$ cat src/rtl/swfe_pkg.sv
// ----------------------------------------------------------------------------
// swfe_pkg
// Shared types and constants of the sync word frame extractor.
// ----------------------------------------------------------------------------
package swfe_pkg;

    localparam int unsigned SKIP_W = 16;
    localparam int unsigned DIM_W  = 10;
    localparam int unsigned BYTE_W = 8;
    localparam int unsigned IDX_W  = 2;

    // First seven bytes of the sync word, oldest in the high byte
    localparam logic [55:0]       SYNC_HEAD = 56'hAAAA4444BBBB77;
    localparam logic [BYTE_W-1:0] SYNC_LAST = 8'h77;
    localparam logic [SKIP_W-1:0] SYNC_LEN  = 16'd8;

    localparam logic [SKIP_W-1:0] SKIP_RESET   = 16'd512;
    localparam logic [DIM_W-1:0]  WIDTH_RESET  = 10'd320;
    localparam logic [DIM_W-1:0]  HEIGHT_RESET = 10'd240;

    localparam logic [IDX_W-1:0] CFG_SYNC_SKIP    = 2'd0;
    localparam logic [IDX_W-1:0] CFG_IMAGE_WIDTH  = 2'd1;
    localparam logic [IDX_W-1:0] CFG_IMAGE_HEIGHT = 2'd2;

    typedef struct packed {
        logic [SKIP_W-1:0] sync_skip;
        logic [DIM_W-1:0]  image_width;
        logic [DIM_W-1:0]  image_height;
    } t_cfg;

    typedef struct packed {
        logic [BYTE_W-1:0] pixel;
        logic [DIM_W-1:0]  column;
        logic [DIM_W-1:0]  row;
        logic              frame_end;
    } t_pix;

endpackage

$ cat src/rtl/swfe_byte_if.sv
// ----------------------------------------------------------------------------
// swfe_byte_if
// Raw byte channel from the camera link.
// ----------------------------------------------------------------------------
interface swfe_byte_if;
    logic                         valid;
    logic                         ready;
    logic [swfe_pkg::BYTE_W-1:0]  in_byte;

    modport source (output valid, output in_byte, input ready);
    modport sink   (input valid, input in_byte, output ready);
endinterface

$ cat src/rtl/swfe_pix_if.sv
// ----------------------------------------------------------------------------
// swfe_pix_if
// Pixel channel carrying payload bytes with their position.
// ----------------------------------------------------------------------------
interface swfe_pix_if;
    logic                         valid;
    logic                         ready;
    logic [swfe_pkg::BYTE_W-1:0]  pixel;
    logic [swfe_pkg::DIM_W-1:0]   column;
    logic [swfe_pkg::DIM_W-1:0]   row;
    logic                         frame_end;

    modport source (output valid, output pixel, output column, output row,
                    output frame_end, input ready);
    modport sink   (input valid, input pixel, input column, input row,
                    input frame_end, output ready);
endinterface

$ cat src/rtl/swfe_cfg_regs.sv
// ----------------------------------------------------------------------------
// swfe_cfg_regs
// Configuration registers: sync skip, image width and image height.
// ----------------------------------------------------------------------------
module swfe_cfg_regs (
    input  logic                         i_clk,
    input  logic                         i_rst_n,
    input  logic                         i_cfg_we,
    input  logic [swfe_pkg::IDX_W-1:0]   i_cfg_idx,
    input  logic [swfe_pkg::SKIP_W-1:0]  i_cfg_data,
    output swfe_pkg::t_cfg               o_cfg
);

    swfe_pkg::t_cfg r_cfg;

    always_ff @(posedge i_clk) begin
        if (!i_rst_n) begin
            r_cfg.sync_skip    <= swfe_pkg::SKIP_RESET;
            r_cfg.image_width  <= swfe_pkg::WIDTH_RESET;
            r_cfg.image_height <= swfe_pkg::HEIGHT_RESET;
        end else if (i_cfg_we) begin
            unique case (i_cfg_idx)
                swfe_pkg::CFG_SYNC_SKIP: begin
                    r_cfg.sync_skip <= i_cfg_data;
                end
                swfe_pkg::CFG_IMAGE_WIDTH: begin
                    r_cfg.image_width <= i_cfg_data[swfe_pkg::DIM_W-1:0];
                end
                swfe_pkg::CFG_IMAGE_HEIGHT: begin
                    r_cfg.image_height <= i_cfg_data[swfe_pkg::DIM_W-1:0];
                end
                default: begin
                    r_cfg <= r_cfg;
                end
            endcase
        end
    end

    assign o_cfg = r_cfg;

endmodule

$ cat src/rtl/swfe_core.sv
// ----------------------------------------------------------------------------
// swfe_core
// Hunt, skip and payload state with column and row counters.
// ----------------------------------------------------------------------------
module swfe_core (
    input  logic                         i_clk,
    input  logic                         i_rst_n,
    input  swfe_pkg::t_cfg               i_cfg,
    input  logic                         i_accept,
    input  logic [swfe_pkg::BYTE_W-1:0]  i_byte,
    output logic                         o_emit,
    output swfe_pkg::t_pix               o_pix
);

    typedef enum logic [1:0] {
        ST_HUNT,
        ST_SKIP,
        ST_PAYLOAD
    } t_state;

    t_state                        r_state, n_state;
    logic [55:0]                   r_recent, n_recent;
    logic [swfe_pkg::SKIP_W-1:0]   r_skip, n_skip;
    logic [swfe_pkg::DIM_W-1:0]    r_col, n_col;
    logic [swfe_pkg::DIM_W-1:0]    r_row, n_row;

    logic [swfe_pkg::DIM_W-1:0]    last_col;
    logic [swfe_pkg::DIM_W-1:0]    last_row;
    logic [swfe_pkg::DIM_W-1:0]    cur_col;
    logic [swfe_pkg::DIM_W-1:0]    cur_row;
    logic                          take;
    logic                          row_done;
    logic                          frame_done;

    always_comb begin
        last_col = (i_cfg.image_width == '0) ? '0 : i_cfg.image_width - 1'b1;
        last_row = (i_cfg.image_height == '0) ? '0 : i_cfg.image_height - 1'b1;

        take = (r_state == ST_PAYLOAD) ||
               ((r_state == ST_SKIP) && (r_skip >= i_cfg.sync_skip));

        cur_col    = (r_state == ST_PAYLOAD) ? r_col : '0;
        cur_row    = (r_state == ST_PAYLOAD) ? r_row : '0;
        row_done   = cur_col >= last_col;
        frame_done = row_done && (cur_row >= last_row);

        n_state  = r_state;
        n_recent = r_recent;
        n_skip   = r_skip;
        n_col    = r_col;
        n_row    = r_row;

        if (take) begin
            n_state = ST_PAYLOAD;
            if (frame_done) begin
                n_state  = ST_HUNT;
                n_recent = '0;
                n_skip   = '0;
                n_col    = '0;
                n_row    = '0;
            end else if (row_done) begin
                n_col = '0;
                n_row = cur_row + 1'b1;
            end else begin
                n_col = cur_col + 1'b1;
                n_row = cur_row;
            end
        end else if (r_state == ST_SKIP) begin
            n_skip = r_skip + 1'b1;
        end else if ((r_recent == swfe_pkg::SYNC_HEAD) && (i_byte == swfe_pkg::SYNC_LAST)) begin
            n_state  = ST_SKIP;
            n_recent = '0;
            n_skip   = swfe_pkg::SYNC_LEN;
            n_col    = '0;
            n_row    = '0;
        end else begin
            n_recent = {r_recent[47:0], i_byte};
        end
    end

    always_ff @(posedge i_clk) begin
        if (!i_rst_n) begin
            r_state  <= ST_HUNT;
            r_recent <= '0;
            r_skip   <= '0;
            r_col    <= '0;
            r_row    <= '0;
        end else if (i_accept) begin
            r_state  <= n_state;
            r_recent <= n_recent;
            r_skip   <= n_skip;
            r_col    <= n_col;
            r_row    <= n_row;
        end
    end

    assign o_emit          = i_accept && take;
    assign o_pix.pixel     = i_byte;
    assign o_pix.column    = cur_col;
    assign o_pix.row       = cur_row;
    assign o_pix.frame_end = frame_done;

endmodule

$ cat src/rtl/swfe_out_reg.sv
// ----------------------------------------------------------------------------
// swfe_out_reg
// Result register that drives the pixel channel.
// ----------------------------------------------------------------------------
module swfe_out_reg (
    input  logic                i_clk,
    input  logic                i_rst_n,
    input  logic                i_load,
    input  swfe_pkg::t_pix      i_pix,
    output logic                o_room,
    swfe_pix_if.source          o_out
);

    logic            r_valid;
    swfe_pkg::t_pix  r_pix;

    // Room when empty or the held transaction leaves this cycle
    assign o_room = !r_valid || o_out.ready;

    always_ff @(posedge i_clk) begin
        if (!i_rst_n) begin
            r_valid <= 1'b0;
        end else if (o_room) begin
            r_valid <= i_load;
        end
    end

    always_ff @(posedge i_clk) begin
        if (o_room && i_load) begin
            r_pix <= i_pix;
        end
    end

    assign o_out.valid     = r_valid;
    assign o_out.pixel     = r_pix.pixel;
    assign o_out.column    = r_pix.column;
    assign o_out.row       = r_pix.row;
    assign o_out.frame_end = r_pix.frame_end;

endmodule

$ cat src/rtl/sync_word_frame_extractor.sv
// ----------------------------------------------------------------------------
// sync_word_frame_extractor
// Finds the AA AA 44 44 BB BB 77 77 sync word in a camera byte stream, skips
// to the image start and passes image_width*image_height pixels with their
// column, row and a last-of-frame flag.
// ----------------------------------------------------------------------------
// Usage: one byte is taken per clock, every clock, as long as the pixel
// output is not stalled. A byte runs through the state update in the cycle it
// is offered, and its pixel is valid on the output from the edge that accepts
// the byte. While a pixel waits on a stalled output the input is held,
// whatever the next byte would produce. Sync, skip and hunt bytes produce no
// output. Write sync_skip, image_width and image_height only while the stream
// is idle; zero width or height acts as one.
module sync_word_frame_extractor (
    input  logic                         i_clk,
    input  logic                         i_rst_n,
    input  logic                         i_cfg_we,
    input  logic [swfe_pkg::IDX_W-1:0]   i_cfg_idx,
    input  logic [swfe_pkg::SKIP_W-1:0]  i_cfg_data,
    swfe_byte_if.sink                    i_in,
    swfe_pix_if.source                   o_out
);

    swfe_pkg::t_cfg  cfg;
    swfe_pkg::t_pix  pix;
    logic            room;
    logic            accept;
    logic            emit;

    assign i_in.ready = room;
    assign accept     = i_in.valid && room;

    swfe_cfg_regs u_cfg (
        .i_clk      (i_clk),
        .i_rst_n    (i_rst_n),
        .i_cfg_we   (i_cfg_we),
        .i_cfg_idx  (i_cfg_idx),
        .i_cfg_data (i_cfg_data),
        .o_cfg      (cfg)
    );

    swfe_core u_core (
        .i_clk    (i_clk),
        .i_rst_n  (i_rst_n),
        .i_cfg    (cfg),
        .i_accept (accept),
        .i_byte   (i_in.in_byte),
        .o_emit   (emit),
        .o_pix    (pix)
    );

    swfe_out_reg u_out (
        .i_clk   (i_clk),
        .i_rst_n (i_rst_n),
        .i_load  (emit),
        .i_pix   (pix),
        .o_room  (room),
        .o_out   (o_out)
    );

endmodule
$ cat src/flat_wrapper.sv
// flat-port wrapper written by rule: the top's interface ports become plain ports
module sync_word_frame_extractor_flat 
  (i_clk, i_rst_n, i_cfg_we, i_cfg_idx, i_cfg_data, i_in_valid, i_in_in_byte, i_in_ready, o_out_valid, o_out_pixel, o_out_column, o_out_row, o_out_frame_end, o_out_ready);
  swfe_byte_if i_in_i ();
  swfe_pix_if o_out_i ();
  input  logic i_clk;
  input  logic i_rst_n;
  input  logic i_cfg_we;
  input  logic [swfe_pkg::IDX_W-1:0] i_cfg_idx;
  input  logic [swfe_pkg::SKIP_W-1:0] i_cfg_data;
  input wire logic [$bits(i_in_i.valid)-1:0] i_in_valid;
  input wire logic [$bits(i_in_i.in_byte)-1:0] i_in_in_byte;
  output wire logic [$bits(i_in_i.ready)-1:0] i_in_ready;
  output wire logic [$bits(o_out_i.valid)-1:0] o_out_valid;
  output wire logic [$bits(o_out_i.pixel)-1:0] o_out_pixel;
  output wire logic [$bits(o_out_i.column)-1:0] o_out_column;
  output wire logic [$bits(o_out_i.row)-1:0] o_out_row;
  output wire logic [$bits(o_out_i.frame_end)-1:0] o_out_frame_end;
  input wire logic [$bits(o_out_i.ready)-1:0] o_out_ready;
  assign i_in_i.valid = i_in_valid;
  assign i_in_i.in_byte = i_in_in_byte;
  assign i_in_ready = i_in_i.ready;
  assign o_out_valid = o_out_i.valid;
  assign o_out_pixel = o_out_i.pixel;
  assign o_out_column = o_out_i.column;
  assign o_out_row = o_out_i.row;
  assign o_out_frame_end = o_out_i.frame_end;
  assign o_out_i.ready = o_out_ready;
  sync_word_frame_extractor u_core (.i_clk(i_clk), .i_rst_n(i_rst_n), .i_cfg_we(i_cfg_we), .i_cfg_idx(i_cfg_idx), .i_cfg_data(i_cfg_data), .i_in(i_in_i), .o_out(o_out_i));
endmodule
$ cat config.mk
export PLATFORM = sky130hd
export DESIGN_NAME = sync_word_frame_extractor_flat
export DESIGN_NICKNAME = d
export VERILOG_FILES = /design/src/rtl/swfe_pkg.sv /design/src/rtl/swfe_byte_if.sv /design/src/rtl/swfe_pix_if.sv /design/src/rtl/swfe_cfg_regs.sv /design/src/rtl/swfe_core.sv /design/src/rtl/swfe_out_reg.sv /design/src/rtl/sync_word_frame_extractor.sv /design/src/flat_wrapper.sv
export SDC_FILE = /design/constraint.sdc
export NUM_CORES = 1
export LEC_CHECK = 0
export ABC_CLOCK_PERIOD_IN_PS = 4600
export BUFFER_PORTS_ARGS = -buffer_cell sky130_fd_sc_hd__buf_2
export CORE_AREA = 5 5 129 131
export DETAILED_ROUTE_END_ITERATION = 8
export DIE_AREA = 0 0 134 136
export MAX_ROUTING_LAYER = met4
export PLACE_DENSITY = 0.77
export SYNTH_ARGS = -nofsm -noshare
export SYNTH_HDL_FRONTEND = slang
export SYNTH_HIERARCHICAL = 1
export SYNTH_SLANG_ARGS = --single-unit
$ cat constraint.sdc
create_clock -name i_clk -period 4.6 [get_ports i_clk]
set_input_delay 0.92 -clock i_clk [delete_from_list [all_inputs] [get_ports i_clk]]
set_output_delay 0.92 -clock i_clk [all_outputs]
set_load 0.01 [all_outputs]
Word level (Yosys, flattened, before mapping)
Cells that the tools add are included.
- add/subtract/negate cells: 5
- magnitude comparators: 3
- equality and inequality tests: 8
- multiplexer cells: 24
- reductions and logical operators: 20
- operators by type and width (cell ; count):
    56-bit 2-to-1 mux ; 4
    10-bit 2-to-1 mux ; 12
    16-bit 2-to-1 mux ; 4
    56-bit == test (second input constant) ; 1
    10-bit by 1-bit adder with 10-bit output (second input constant) ; 2
    10-bit greater-or-equal comparator ; 2
    10-bit zero test ; 2
    10-bit by 1-bit subtractor with 10-bit output (second input constant) ; 2
    16-bit by 1-bit adder with 16-bit output (second input constant) ; 1
    16-bit greater-or-equal comparator ; 1
    3-bit AND reduction ; 3
    8-bit by 7-bit == test with 1-bit output (second input constant) ; 1
    2-bit 2-to-1 mux ; 4
    1-bit logical AND ; 6
    2-bit AND reduction ; 3
    2-bit by 1-bit == test with 1-bit output (second input constant) ; 2
    2-bit == test (second input constant) ; 2
    3-bit nonzero test ; 1
    2-bit zero test ; 1
    1-bit logical OR ; 2
    2-bit by 1-bit != test with 1-bit output (second input constant) ; 1
    2-bit != test (second input constant) ; 1
    2-bit nonzero test ; 1
    1-bit zero test ; 1
- flip-flop bits (word level): 160
- bits of input ports: 31
- output and inout bits: 31

Depth between registers and ports, before layout
Gate-level depths: netlist (run 1).
- depth in word-level cells: 6
- gate-level depth with buffers: 16
- mapped depth without buffers: 14

Modules after synthesis
Netlist (run 1), hierarchy kept.
- modules (own cells, without submodules) (module ; times used ; cells each ; area an instance (um^2) ; seq. area each (um^2)):
    swfe_core ; 1 ; 725 ; 5841.9 ; 1881.8
    swfe_cfg_regs ; 1 ; 147 ; 1458.9 ; 720.7
    swfe_out_reg ; 1 ; 34 ; 928.4 ; 890.9
    sync_word_frame_extractor ; 1 ; 1 ; 6.3 ; 0.0

Worst setup path before layout (run 1)
No wires, ideal clock.
- path type: reg2reg
- start: reg u_core.u_cfg.r_cfg, in the netlist u_core/u_cfg/o_cfg[5]
- end: reg u_core/u_core/r_skip[14] (netlist bit)
- library setup time: 122 ps
- data arrival time: 3790 ps
- path slack: 688 ps
- stages on the path, launching flop included: 14
- path through: dfxtp_1 or4_1 or3_1 or4b_1 clkbuf_1 and2_1 ha_1 nand2b_1 a211oi_1 or3_1 a22oi_2 o211ai_1 and2_1 a221o_1
- cells in the longest elaborated chain, start to end: 6
- elaborated cells between the ends (all ways): 7
- ends and longest elaborated chain (element ; line ; RTL):
    from (decl) ; swfe_cfg_regs.sv:14 ; swfe_pkg::t_cfg r_cfg;
    from (signal assigned) ; swfe_cfg_regs.sv:33 ; r_cfg <= r_cfg;
    10-bit by 1-bit subtractor with 10-bit output or 10-bit zero test (tied branches) ; swfe_core.sv:37 ; last_row = (i_cfg.image_height == '0) ? '0 : i_cfg.image_height - 1'b1;
    10-bit 2-to-1 mux * ; swfe_core.sv:37 ;
    10-bit greater-or-equal comparator * ; swfe_core.sv:45 ; frame_done = row_done && (cur_row >= last_row);
    1-bit logical AND * ; swfe_core.sv:45 ;
    named net u_core.u_core.frame_done ; swfe_core.sv:33 ; logic frame_done;
    2-bit by 1-bit != test with 1-bit output (no line) * ; - ;
    3-bit AND reduction (no line) * ; - ;
    to (signal assigned) ; swfe_core.sv:91 ; r_skip <= n_skip;
    to (decl) ; swfe_core.sv:23 ; logic [swfe_pkg::SKIP_W-1:0] r_skip, n_skip;
Mark *: on every way through the listed nets, which the timed path passes. The rest lies on a longest branch.
A chain may end at the register's enable or synchronous reset.

==> flow_metrics.tcl, run 1 <==
set metrics [dict create \
    cp_max_fo 11 \
    worstSetupEndpointType "flop" \
    area_delta_synth_final_pct 11.0 \
    final_core_util_pct 59.0 \
    fp.dieArea_mm2 0.0182 \
    tightest_slew_ns 0.982 \
    fin_crit_ns 4.30 \
    cp_data_required_time_ns 4.94 \
    dp.cells 1116 \
    globalRouteOverflowTotal 0 \
    finalHoldViolCount 0 \
    yosysSeqAreaShare_pct 42.4 \
    yosys.area.top_type "dfxtp_1" \
    cts_num_sinks 160 \
    clk_latency_ns 0.43 \
    io-pin-count 62 \
    slew_headroom_pct 34.5 \
    status "complete, no violations" \
    path_buf_inv 0 \
    critical_path_class "reg2reg" \
    diodes 0 \
    syn_inst 907 \
    vias 6618 \
    dp_hpwl_um 12600 \
    ctsResizeCount 0 \
    routed_via_density 5.76 \
    max_freq_mhz 233 \
    clk_pin_slew_ns 0.06 \
    rows 46 \
    finClkSkew_ns 0.0114 \
    max-vdd-ir-drop_mv 0.264 \
    drt-initial-drc-count 381 \
    gp_congestion 0.916 \
    fin_tns_setup_ns 0 \
    start_kind "flop" \
    synth_flop_cell "dfxtp_1" \
    cts.htree.levels 4 \
    synth-edff-count 29 \
    ctsHoldBuffers 0 \
    hold_slack_ns 0.459 \
    ant_nets 0 \
    die_h_um 136 \
    cp.arrival_ns 4.64 \
    drtPass1Iterations 5 \
    fp.dieW_um 134 \
    ys_ff_latch 160 \
    io_buffers 61 \
    root_buffer "clkbuf_16" \
    cap_violations 0 \
    clock_path_buffers 2 \
    post-route-drc-count 0 \
    p_switching_w 0.000846 \
    wl_per_cell_um 15.5 \
    syn_nets 983 \
    rsz0062_at_grt "false" \
    track_usage_pct 20.6 \
    numCtsBuffers 17 \
    async_reset_ff_share_pct 0 \
    layout-drive-gt1-share_pct 13.1 \
    seqPwrFrac_pct 46.6 \
    hold_path_class "reg2reg" \
    crit_family "simple AND/OR/NAND/NOR gates" \
    nets 1019 \
    syn-cell-area_mm2 0.00824 \
    core_area_mm2 0.0155 \
    power_frac_comb_pct 10.1 \
    wl_um 17700 \
    yosys_warnings 6 \
    grt_pass1_vias 6108 \
    p_leak_nw 3.64 \
    powerDensity_mw_per_mm2 347 \
    cp_slowest_stage_delay_ns 0.67 \
    synth_area_leaders "dfxtp_1 (32%), edfxtp_1 (11%), nand2_1 (7.4%), ha_1 (6.8%), o21bai_1 (4.4%)" \
    slew_viol_final 0 \
    fin_crit_sh_pct 93.4 \
    grt_max_degree 74 \
    antenna_found_initial 0 \
    cts_setup_buffers 0 \
    avgSynthCellArea_um2 9.08 \
    finalSetupViolations 0 \
    crit_slowest_cell "or4b_1" \
    switching_share_pct 26.7 \
    yosysTopAreaCellShare_pct 31.8 \
    cpMostUsedCell "nand2_1" \
    grt_pass1_wl_um 29700 \
    start_util_pct 53.2 \
    synth.distinct_cells 75 \
    internal-power_w 0.00233 \
    worstPathCellList "or4_1 > or3_1 > or4b_1 > nand2_1 > ha_1 > a21oi_1 > nor2_1 > a2111oi_0 > a22oi_2 > o211ai_1 > nand2_1 > a31oi_1" \
    power_w 0.00318 \
    cts_tree "done" \
    p_clk_share_pct 43.3 \
    stdcell_count 1148 \
]
## synthesized netlist by cell type, types with 8 or more instances
master and instances:
nand2_1 163, dfxtp_1 131, nor3_1 57, o21bai_1 48
ha_1 45, inv_1 36, mux2i_1 32, a21oi_1 29
edfxtp_1 29, clkbuf_1 28, nand3_1 26, nor2_1 23
and2_1 19, nand2b_1 17, nand4_1 15, o21ai_0 15
a31oi_1 13, xor2_1 12, buf_4 11, buf_6 10
nor4bb_1 10, o31ai_1 10, and3_1 9, buf_2 8
## flip-flops by register name, summed over array words and instances (netlist names), 2 cells and up
register	cells
u_core/u_out/o_out.pixel	8
u_core/u_cfg/o_cfg	36
u_core/u_out/o_out.column	10
u_core/u_out/o_out.row	10
u_core/u_core/r_skip	16
u_core/u_core/r_col	10
u_core/u_core/r_state	2
u_core/u_core/r_row	10
u_core/u_core/r_recent	56
## per-stage QoR
| stage | setup WS [ns] | instance area (µm²) |
|---|---|---|
| 2_1_floorplan | 0.688 | 8240 |
| 3_3_place_gp | 0.482 | 8560 |
| 3_5_place_dp | 0.360 | 8560 |
| 4_1_cts | 0.322 | 9140 |
| 5_1_grt | 0.00589 | 9140 |
| 6_report | 0.304 | 9140 |
## cells by family after synthesis
group | Yosys count | share of synthesized area (%)
flops | 160 | 42.4
xor+xnor | 18 | 1.91
simple gates | 394 | 24.8
fa+ha+maj | 45 | 6.84
buf+inv | 96 | 6.11
mux | 33 | 4.03
compound gates | 161 | 13.9
## cells in the final DEF (no fill, tap or decap), drive strengths merged, types with 15 or more instances in the layout
| cell type | netlist | final |
|---|---|---|
| nand2 | 163 | 163 |
| dfxtp | 131 | 131 |
| buf | 30 | 75 |
| nor3 | 57 | 57 |
| o21bai | 48 | 48 |
| ha | 45 | 45 |
| inv | 37 | 44 |
| mux2i | 32 | 32 |
| a21oi | 29 | 29 |
| edfxtp | 29 | 29 |
| nand3 | 26 | 26 |
| nor2 | 23 | 23 |
| and2 | 21 | 21 |
| nand2b | 18 | 18 |
| clkbuf | 28 | 17 |
| o21ai | 16 | 16 |
| nand4 | 15 | 15 |
## worst paths after layout
check	startpoint	end	slack, ns	cells after the start
setup / recovery	u_core/u_cfg/o_cfg[5]$_SDFFE_PN1P_	u_core/u_core/r_skip[13]$_SDFFE_PN0P_	0.30	12
hold / removal	u_core/u_cfg/o_cfg[34]$_SDFFE_PN0P_	u_core/u_cfg/o_cfg[34]$_SDFFE_PN0P_	0.46	2
setup reg to reg	u_core/u_cfg/o_cfg[5]$_SDFFE_PN1P_	u_core/u_core/r_skip[13]$_SDFFE_PN0P_	0.30	12
hold reg to reg	u_core/u_cfg/o_cfg[34]$_SDFFE_PN0P_	u_core/u_cfg/o_cfg[34]$_SDFFE_PN0P_	0.46	2
## per-layer routing
metal / vias to the layer above / share of wire [%] / global-route usage [%]
li1: 3314 / - / -
met1: 3111 / 48 / 27.2
met4: 0 / 1.5 / 6.91
met3: 28 / 4.7 / 3.81
met5: - / 0 / -
met2: 165 / 46 / 32.2
## worst reg2reg max path: cells and delay by family, from the launching register on
| family | cells | cell delay [ns] |
|---|---|---|
| and+or+nand+nor | 6 | 2.09 |
| AOI/OAI and AO/OA | 5 | 1.54 |
| DFF | 1 | 0.35 |
| adders and majority gates | 1 | 0.24 |
## layout make-up
| cell class | count | area, µm² |
|---|---|---|
| Fill cell | 1321 | 6340 |
| Sequential cell | 160 | 3490 |
| Clock inverter | 15 | 151 |
| Multi-Input combinational cell | 651 | 4250 |
| Inverter | 38 | 143 |
| Timing Repair Buffer | 75 | 438 |
| Tap cell | 192 | 240 |
| Clock buffer | 17 | 425 |
## power groups by stage
stage          logic, W  registers (W)  clock network [W]
3_3_place_gp   0.000314        0.00151                  0
3_5_place_dp   0.000317        0.00151                  0
4_1_cts        0.000319        0.00148            0.00140
6_report       0.000320        0.00148            0.00137
2_1_floorplan  0.000262        0.00151                  0
5_1_grt        0.000357        0.00148            0.00146
Note: power is estimated with default switching activity, not from simulation.
==> run 2: changes to the inputs <==
--- a/config.mk
+++ b/config.mk
@@ -7,11 +7,13 @@
 export LEC_CHECK = 0
 export ABC_CLOCK_PERIOD_IN_PS = 4600
 export BUFFER_PORTS_ARGS = -buffer_cell sky130_fd_sc_hd__buf_2
-export CORE_AREA = 5 5 129 131
+export CELL_PAD_IN_SITES_DETAIL_PLACEMENT = 2
+export CELL_PAD_IN_SITES_GLOBAL_PLACEMENT = 2
+export CORE_AREA = 5 5 154 156
 export DETAILED_ROUTE_END_ITERATION = 8
-export DIE_AREA = 0 0 134 136
+export DIE_AREA = 0 0 159 161
 export MAX_ROUTING_LAYER = met4
-export PLACE_DENSITY = 0.77
+export PLACE_DENSITY = 0.83
 export SYNTH_ARGS = -nofsm -noshare
 export SYNTH_HDL_FRONTEND = slang
 export SYNTH_HIERARCHICAL = 1
==> flow_metrics.tcl, run 2 (synthesis results as in run 1) <==
set metrics [dict create \
    switching_share_pct 29.7 \
    layout-drive-gt1-share_pct 13.3 \
    cp_data_required_time_ns 4.92 \
    cp_slowest_stage_delay_ns 0.68 \
    cp_max_fo 10 \
    seqPwrFrac_pct 45.2 \
    nets 1018 \
    reg2reg_setup_slack_ns 0.30 \
    core_area_mm2 0.0222 \
    wl_met3_um 634 \
    grt_pass1_vias 7650 \
    cts_tree "done" \
    cts.htree.levels 4 \
    die_h_um 161 \
    numCtsBuffers 17 \
    status "complete, no violations" \
    worstPathCellList "or4_1 > or3_1 > or4b_1 > and2_1 > ha_1 > nand2b_1 > a211oi_1 > or3_1 > a22oi_2 > o211ai_1 > buf_4 > a22o_1 > a22o_1" \
    hold_path_class "reg2reg" \
    ant_nets 0 \
    antenna_found_initial 0 \
    finClkSkew_ns 0.0193 \
    fp.dieW_um 159 \
    internal-power_w 0.00230 \
    clk_latency_ns 0.45 \
    cap_violations 0 \
    cp.arrival_ns 4.62 \
    finalHoldViolCount 0 \
    diodes 0 \
    critical_path_class "reg2reg" \
    final_common_cell "nand2_1" \
    met2_length_um 12500 \
    holdPathStages 2 \
    fp.dieArea_mm2 0.0256 \
    regToRegStartpoint "u_core/u_cfg/o_cfg[5]$_SDFFE_PN1P_" \
    start_util_pct 37.1 \
    tightest_slew_ns 1.15 \
    ff2ff_path_depth 13 \
    clock_path_buffers 2 \
    rsz0062_at_grt "false" \
    most-common-layout-cells "nand2_1 (162), dfxtp_1 (131), buf_2 (60)" \
    dp_hpwl_um 17200 \
    slew_headroom_pct 23.5 \
    fin_crit_ns 4.30 \
    max_freq_mhz 233 \
    reg2reg_to "u_core/u_core/r_skip[7]$_SDFFE_PN0P_" \
    max-vdd-ir-drop_mv 0.192 \
    root_buffer "clkbuf_16" \
    power_frac_comb_pct 10.5 \
    cts_num_sinks 160 \
    grt_max_degree 74 \
    worstHoldStart "u_core/u_cfg/o_cfg[30]$_SDFFE_PN0P_" \
    largest_reg_flops 56 \
    regArea_mm2 0.00349 \
    fin_tns_setup_ns 0 \
    drt-initial-drc-count 287 \
    rows 55 \
    top_register "u_core/u_core/r_recent" \
    clk_pin_slew_ns 0.07 \
    multi_input_area_mm2 0.00426 \
    globalRouteOverflowTotal 0 \
    drtPass1Iterations 4 \
    crit_family "simple AND/OR/NAND/NOR gates" \
    p_switching_w 0.000974 \
    fin_crit_sh_pct 93.5 \
    io-pin-count 62 \
    area_delta_synth_final_pct 12.6 \
    vias 6864 \
    wl_um 25200 \
    gp_congestion 0.810 \
    hold_path_end "u_core/u_cfg/o_cfg[30]$_SDFFE_PN0P_" \
    slew_viol_final 0 \
    top_layer "met4" \
    wl_met1_um 11500 \
    p_clk_share_pct 44.3 \
    p_leak_nw 3.66 \
    start_kind "flop" \
    worstSetupEndpointType "flop" \
    powerDensity_mw_per_mm2 353 \
    post-route-drc-count 0 \
    routed_via_density 5.54 \
    io_buffers 61 \
    final_core_util_pct 41.7 \
    n_fill_cell 2428 \
    crit_slowest_cell "or4b_1" \
    path_buf_inv 1 \
    wl_per_cell_um 20.3 \
    track_usage_pct 20.2 \
    grt_pass1_wl_um 41300 \
    finalSetupViolations 0 \
]
## run 2: final cells by class
| cell class | instances | area share (%) |
|---|---|---|
| clock buffer | 17 | 4.59 |
| clock inverter | 15 | 1.97 |
| inverter | 38 | 1.54 |
| multi-input combinational | 651 | 45.9 |
| sequential | 160 | 37.7 |
| tap | 285 | 3.84 |
| timing repair buffer | 74 | 4.50 |
## run 2: timing repair
| item | CTS | global route |
|---|---|---|
| setup endpoints to repair | 0 | 12 |
| setup buffers | 0 | 1 |
| hold buffers | 0 | 0 |
| resized for setup | 0 | 2 |
## run 2: per-stage QoR
stage          cell area, µm²  power (W)  std cells  setup WS, ns  hold WS (ns)
2_1_floorplan            8240    0.00177        907         0.688         0.425
3_3_place_gp             8650    0.00183       1207         0.342         0.442
3_5_place_dp             8650    0.00185       1207         0.164         0.457
4_1_cts                  9260    0.00330       1239        0.0475         0.467
5_1_grt                  9280    0.00341       1240        0.0353         0.488
6_report                 9280    0.00328       1240         0.300         0.462
## run 2: worst reg2reg max path: stages (launching register included)
cell and delay [ns]:
dfxtp_1 0.36, or4_1 0.52, or3_1 0.36, or4b_1 0.68, and2_1 0.23, ha_1 0.26
nand2b_1 0.09, a211oi_1 0.06, or3_1 0.32, a22oi_2 0.32, o211ai_1 0.26, buf_4 0.23
a22o_1 0.25, a22o_1 0.25
## run 2: how the worst max path moves through the flow
| stage | start | end | slack (ns) | cells past startpoint |
|---|---|---|---|---|
| finish | u_core/u_cfg/o_cfg[5]$_SDFFE_PN1P_ | u_core/u_core/r_skip[7]$_SDFFE_PN0P_ | 0.30 | 13 |
| global route | u_core/u_cfg/o_cfg[5]$_SDFFE_PN1P_ | u_core/u_core/r_skip[2]$_SDFFE_PN0P_ | 0.04 | 12 |
| CTS | u_core/u_cfg/o_cfg[5]$_SDFFE_PN1P_ | u_core/u_core/r_skip[12]$_SDFFE_PN0P_ | 0.05 | 12 |
| detailed placement | u_core/u_cfg/o_cfg[5]$_SDFFE_PN1P_ | u_core/u_core/r_skip[12]$_SDFFE_PN0P_ | 0.16 | 12 |
| global placement | u_core/u_cfg/o_cfg[5]$_SDFFE_PN1P_ | u_core/u_core/r_skip[12]$_SDFFE_PN0P_ | 0.34 | 12 |
| floorplan | u_core/u_cfg/o_cfg[5]$_SDFFE_PN1P_ | u_core/u_core/r_skip[14]$_SDFFE_PN0P_ | 0.69 | 13 |
## run 2: power by group through the flow
stage	registers, W	logic, W	clock network (W)
2_1_floorplan	0.00151	0.000262	0
3_3_place_gp	0.00151	0.000323	0
3_5_place_dp	0.00151	0.000334	0
4_1_cts	0.00148	0.000342	0.00148
5_1_grt	0.00149	0.000376	0.00154
6_report	0.00148	0.000343	0.00145
## run 2: metal layers
| metal | track usage (%) | up-vias |
|---|---|---|
| met4 | 7.44 | 0 |
| met1 | 24.5 | 3418 |
| met2 | 34.3 | 99 |
| met3 | 3.16 | 40 |
| met5 | - | - |
| li1 | - | 3307 |
==> run 3: changes to the inputs <==
==> constraint.sdc (replaced) <==
create_clock -name i_clk -period 4.6 [get_ports i_clk]
set_input_delay 0.69 -clock i_clk [delete_from_list [all_inputs] [get_ports i_clk]]
set_output_delay 0.69 -clock i_clk [all_outputs]
set_load 0.01 [all_outputs]
==> flow_metrics.tcl, run 3 (synthesis results as in run 1) <==
set metrics [dict create \
    status "complete, no violations" \
    most-common-layout-cells "nand2_1 (162), dfxtp_1 (131), buf_2 (60)" \
    clock_path_buffers 2 \
    die_h_um 161 \
    post-route-drc-count 0 \
    cp.arrival_ns 4.66 \
    vias 6942 \
    cts.htree.levels 4 \
    tightest_slew_ns 1.05 \
    finalHoldViolCount 0 \
    grt_max_degree 73 \
    top_register "u_core/u_core/r_recent" \
    worstSetupEndpointType "flop" \
    cap_violations 0 \
    final_common_cell "nand2_1" \
    wl_per_cell_um 20.3 \
    rsz0062_at_grt "false" \
    ant_nets 0 \
    numCtsBuffers 17 \
    drtPass1Iterations 5 \
    grt_pass1_vias 7593 \
    antenna_found_initial 0 \
    io-pin-count 62 \
    cp_max_fo 10 \
    routed_via_density 5.59 \
    area_delta_synth_final_pct 12.7 \
    fp.dieArea_mm2 0.0256 \
    clk_pin_slew_ns 0.08 \
    root_buffer "clkbuf_16" \
    clk_latency_ns 0.44 \
    slew_viol_final 0 \
    track_usage_pct 20.3 \
    gp_congestion 0.810 \
    rows 55 \
    powerDensity_mw_per_mm2 352 \
    cts_num_sinks 160 \
    diodes 0 \
    nets 1019 \
    grt_pass1_wl_um 41200 \
    fin_tns_setup_ns 0 \
    p_leak_nw 3.66 \
    fin_crit_ns 4.35 \
    hold_path_class "in2reg" \
    finClkSkew_ns 0.0134 \
    start_kind "flop" \
    max-vdd-ir-drop_mv 0.174 \
    fin_crit_sh_pct 94.5 \
    hold_slack_ns 0.452 \
    cp_data_required_time_ns 4.91 \
    start_util_pct 37.1 \
    critical_path_class "reg2reg" \
    globalRouteOverflowTotal 0 \
    core_area_mm2 0.0222 \
    wl_um 25200 \
    dp_hpwl_um 17600 \
    io_buffers 61 \
    finalSetupViolations 0 \
    layout-drive-gt1-share_pct 13.4 \
    largest_reg_flops 56 \
    max_freq_mhz 230 \
    slew_headroom_pct 29.9 \
    drt-initial-drc-count 258 \
    cts_tree "done" \
    fp.dieW_um 159 \
]
[run 3: layer usage]
metal  part of all wire [%]  vias to the layer above  wire length [µm]  GRT usage (%)
met1                     46                     3462             11500           24.4
met4                    2.3                        0               586           6.90
met5                      0                        -                 0              -
met3                    2.9                       43               741           3.42
li1                       -                     3315                 -              -
met2                     49                      122             12400           34.7
[run 3: path summary, 6_finish.rpt]
kind                            cells after the start                                start  slack [ns]                               endpoint
worst max-delay path                               12   u_core/u_cfg/o_cfg[5]$_SDFFE_PN1P_        0.25  u_core/u_core/r_skip[14]$_SDFFE_PN0P_
worst min-delay path                                1                      i_in_in_byte[7]        0.45  u_core/u_out/o_out.pixel[7]$_DFFE_PP_
worst max register to register                     12   u_core/u_cfg/o_cfg[5]$_SDFFE_PN1P_        0.25  u_core/u_core/r_skip[14]$_SDFFE_PN0P_
worst min register to register                      2  u_core/u_cfg/o_cfg[26]$_SDFFE_PN0P_        0.46    u_core/u_cfg/o_cfg[26]$_SDFFE_PN0P_
[run 3: through the flow]
step,util (%),cell area (µm²),total power [W],setup WS (ns),std cells
floorplan,-,8240,0.00177,0.688,907
detailed placement,38.9,8650,0.00185,0.155,1207
finish,41.8,9280,0.00327,0.253,1241
global route,41.8,9280,0.00340,0.0585,1241
global placement,38.9,8650,0.00184,0.387,1207
CTS,41.6,9260,0.00330,0.119,1239
[run 3: cell type report]
cell class / count / area (µm²)
Multi-Input combinational cell: 651 / 4260
Clock buffer: 18 / 439
Fill cell: 2469 / 12900
Timing Repair Buffer: 75 / 425
Inverter: 38 / 143
Sequential cell: 160 / 3490
Clock inverter: 14 / 165
Tap cell: 285 / 357
[run 3: report_power, final]
group	switching, W	internal, W
clock network	0.000699	0.000746
logic	0.000230	0.000111
registers	0.0000274	0.00146
[run 3: what timing repair did]
action / in CTS / in global routing
buffers inserted: 0 / 2
endpoints found under the setup margin: 0 / 12
resized for setup: 0 / 2
hold buffers: 0 / 0
[run 3: critical path, cell delays in order (launching register included)]
cell      delay, ns
dfxtp_1        0.35
or4_1          0.52
or3_1          0.37
or4b_1         0.70
and2_1         0.24
ha_1           0.26
nand2b_1       0.09
a211oi_1       0.06
or3_1          0.33
a22oi_2        0.33
o211ai_1       0.29
and2_1         0.30
a221o_1        0.38
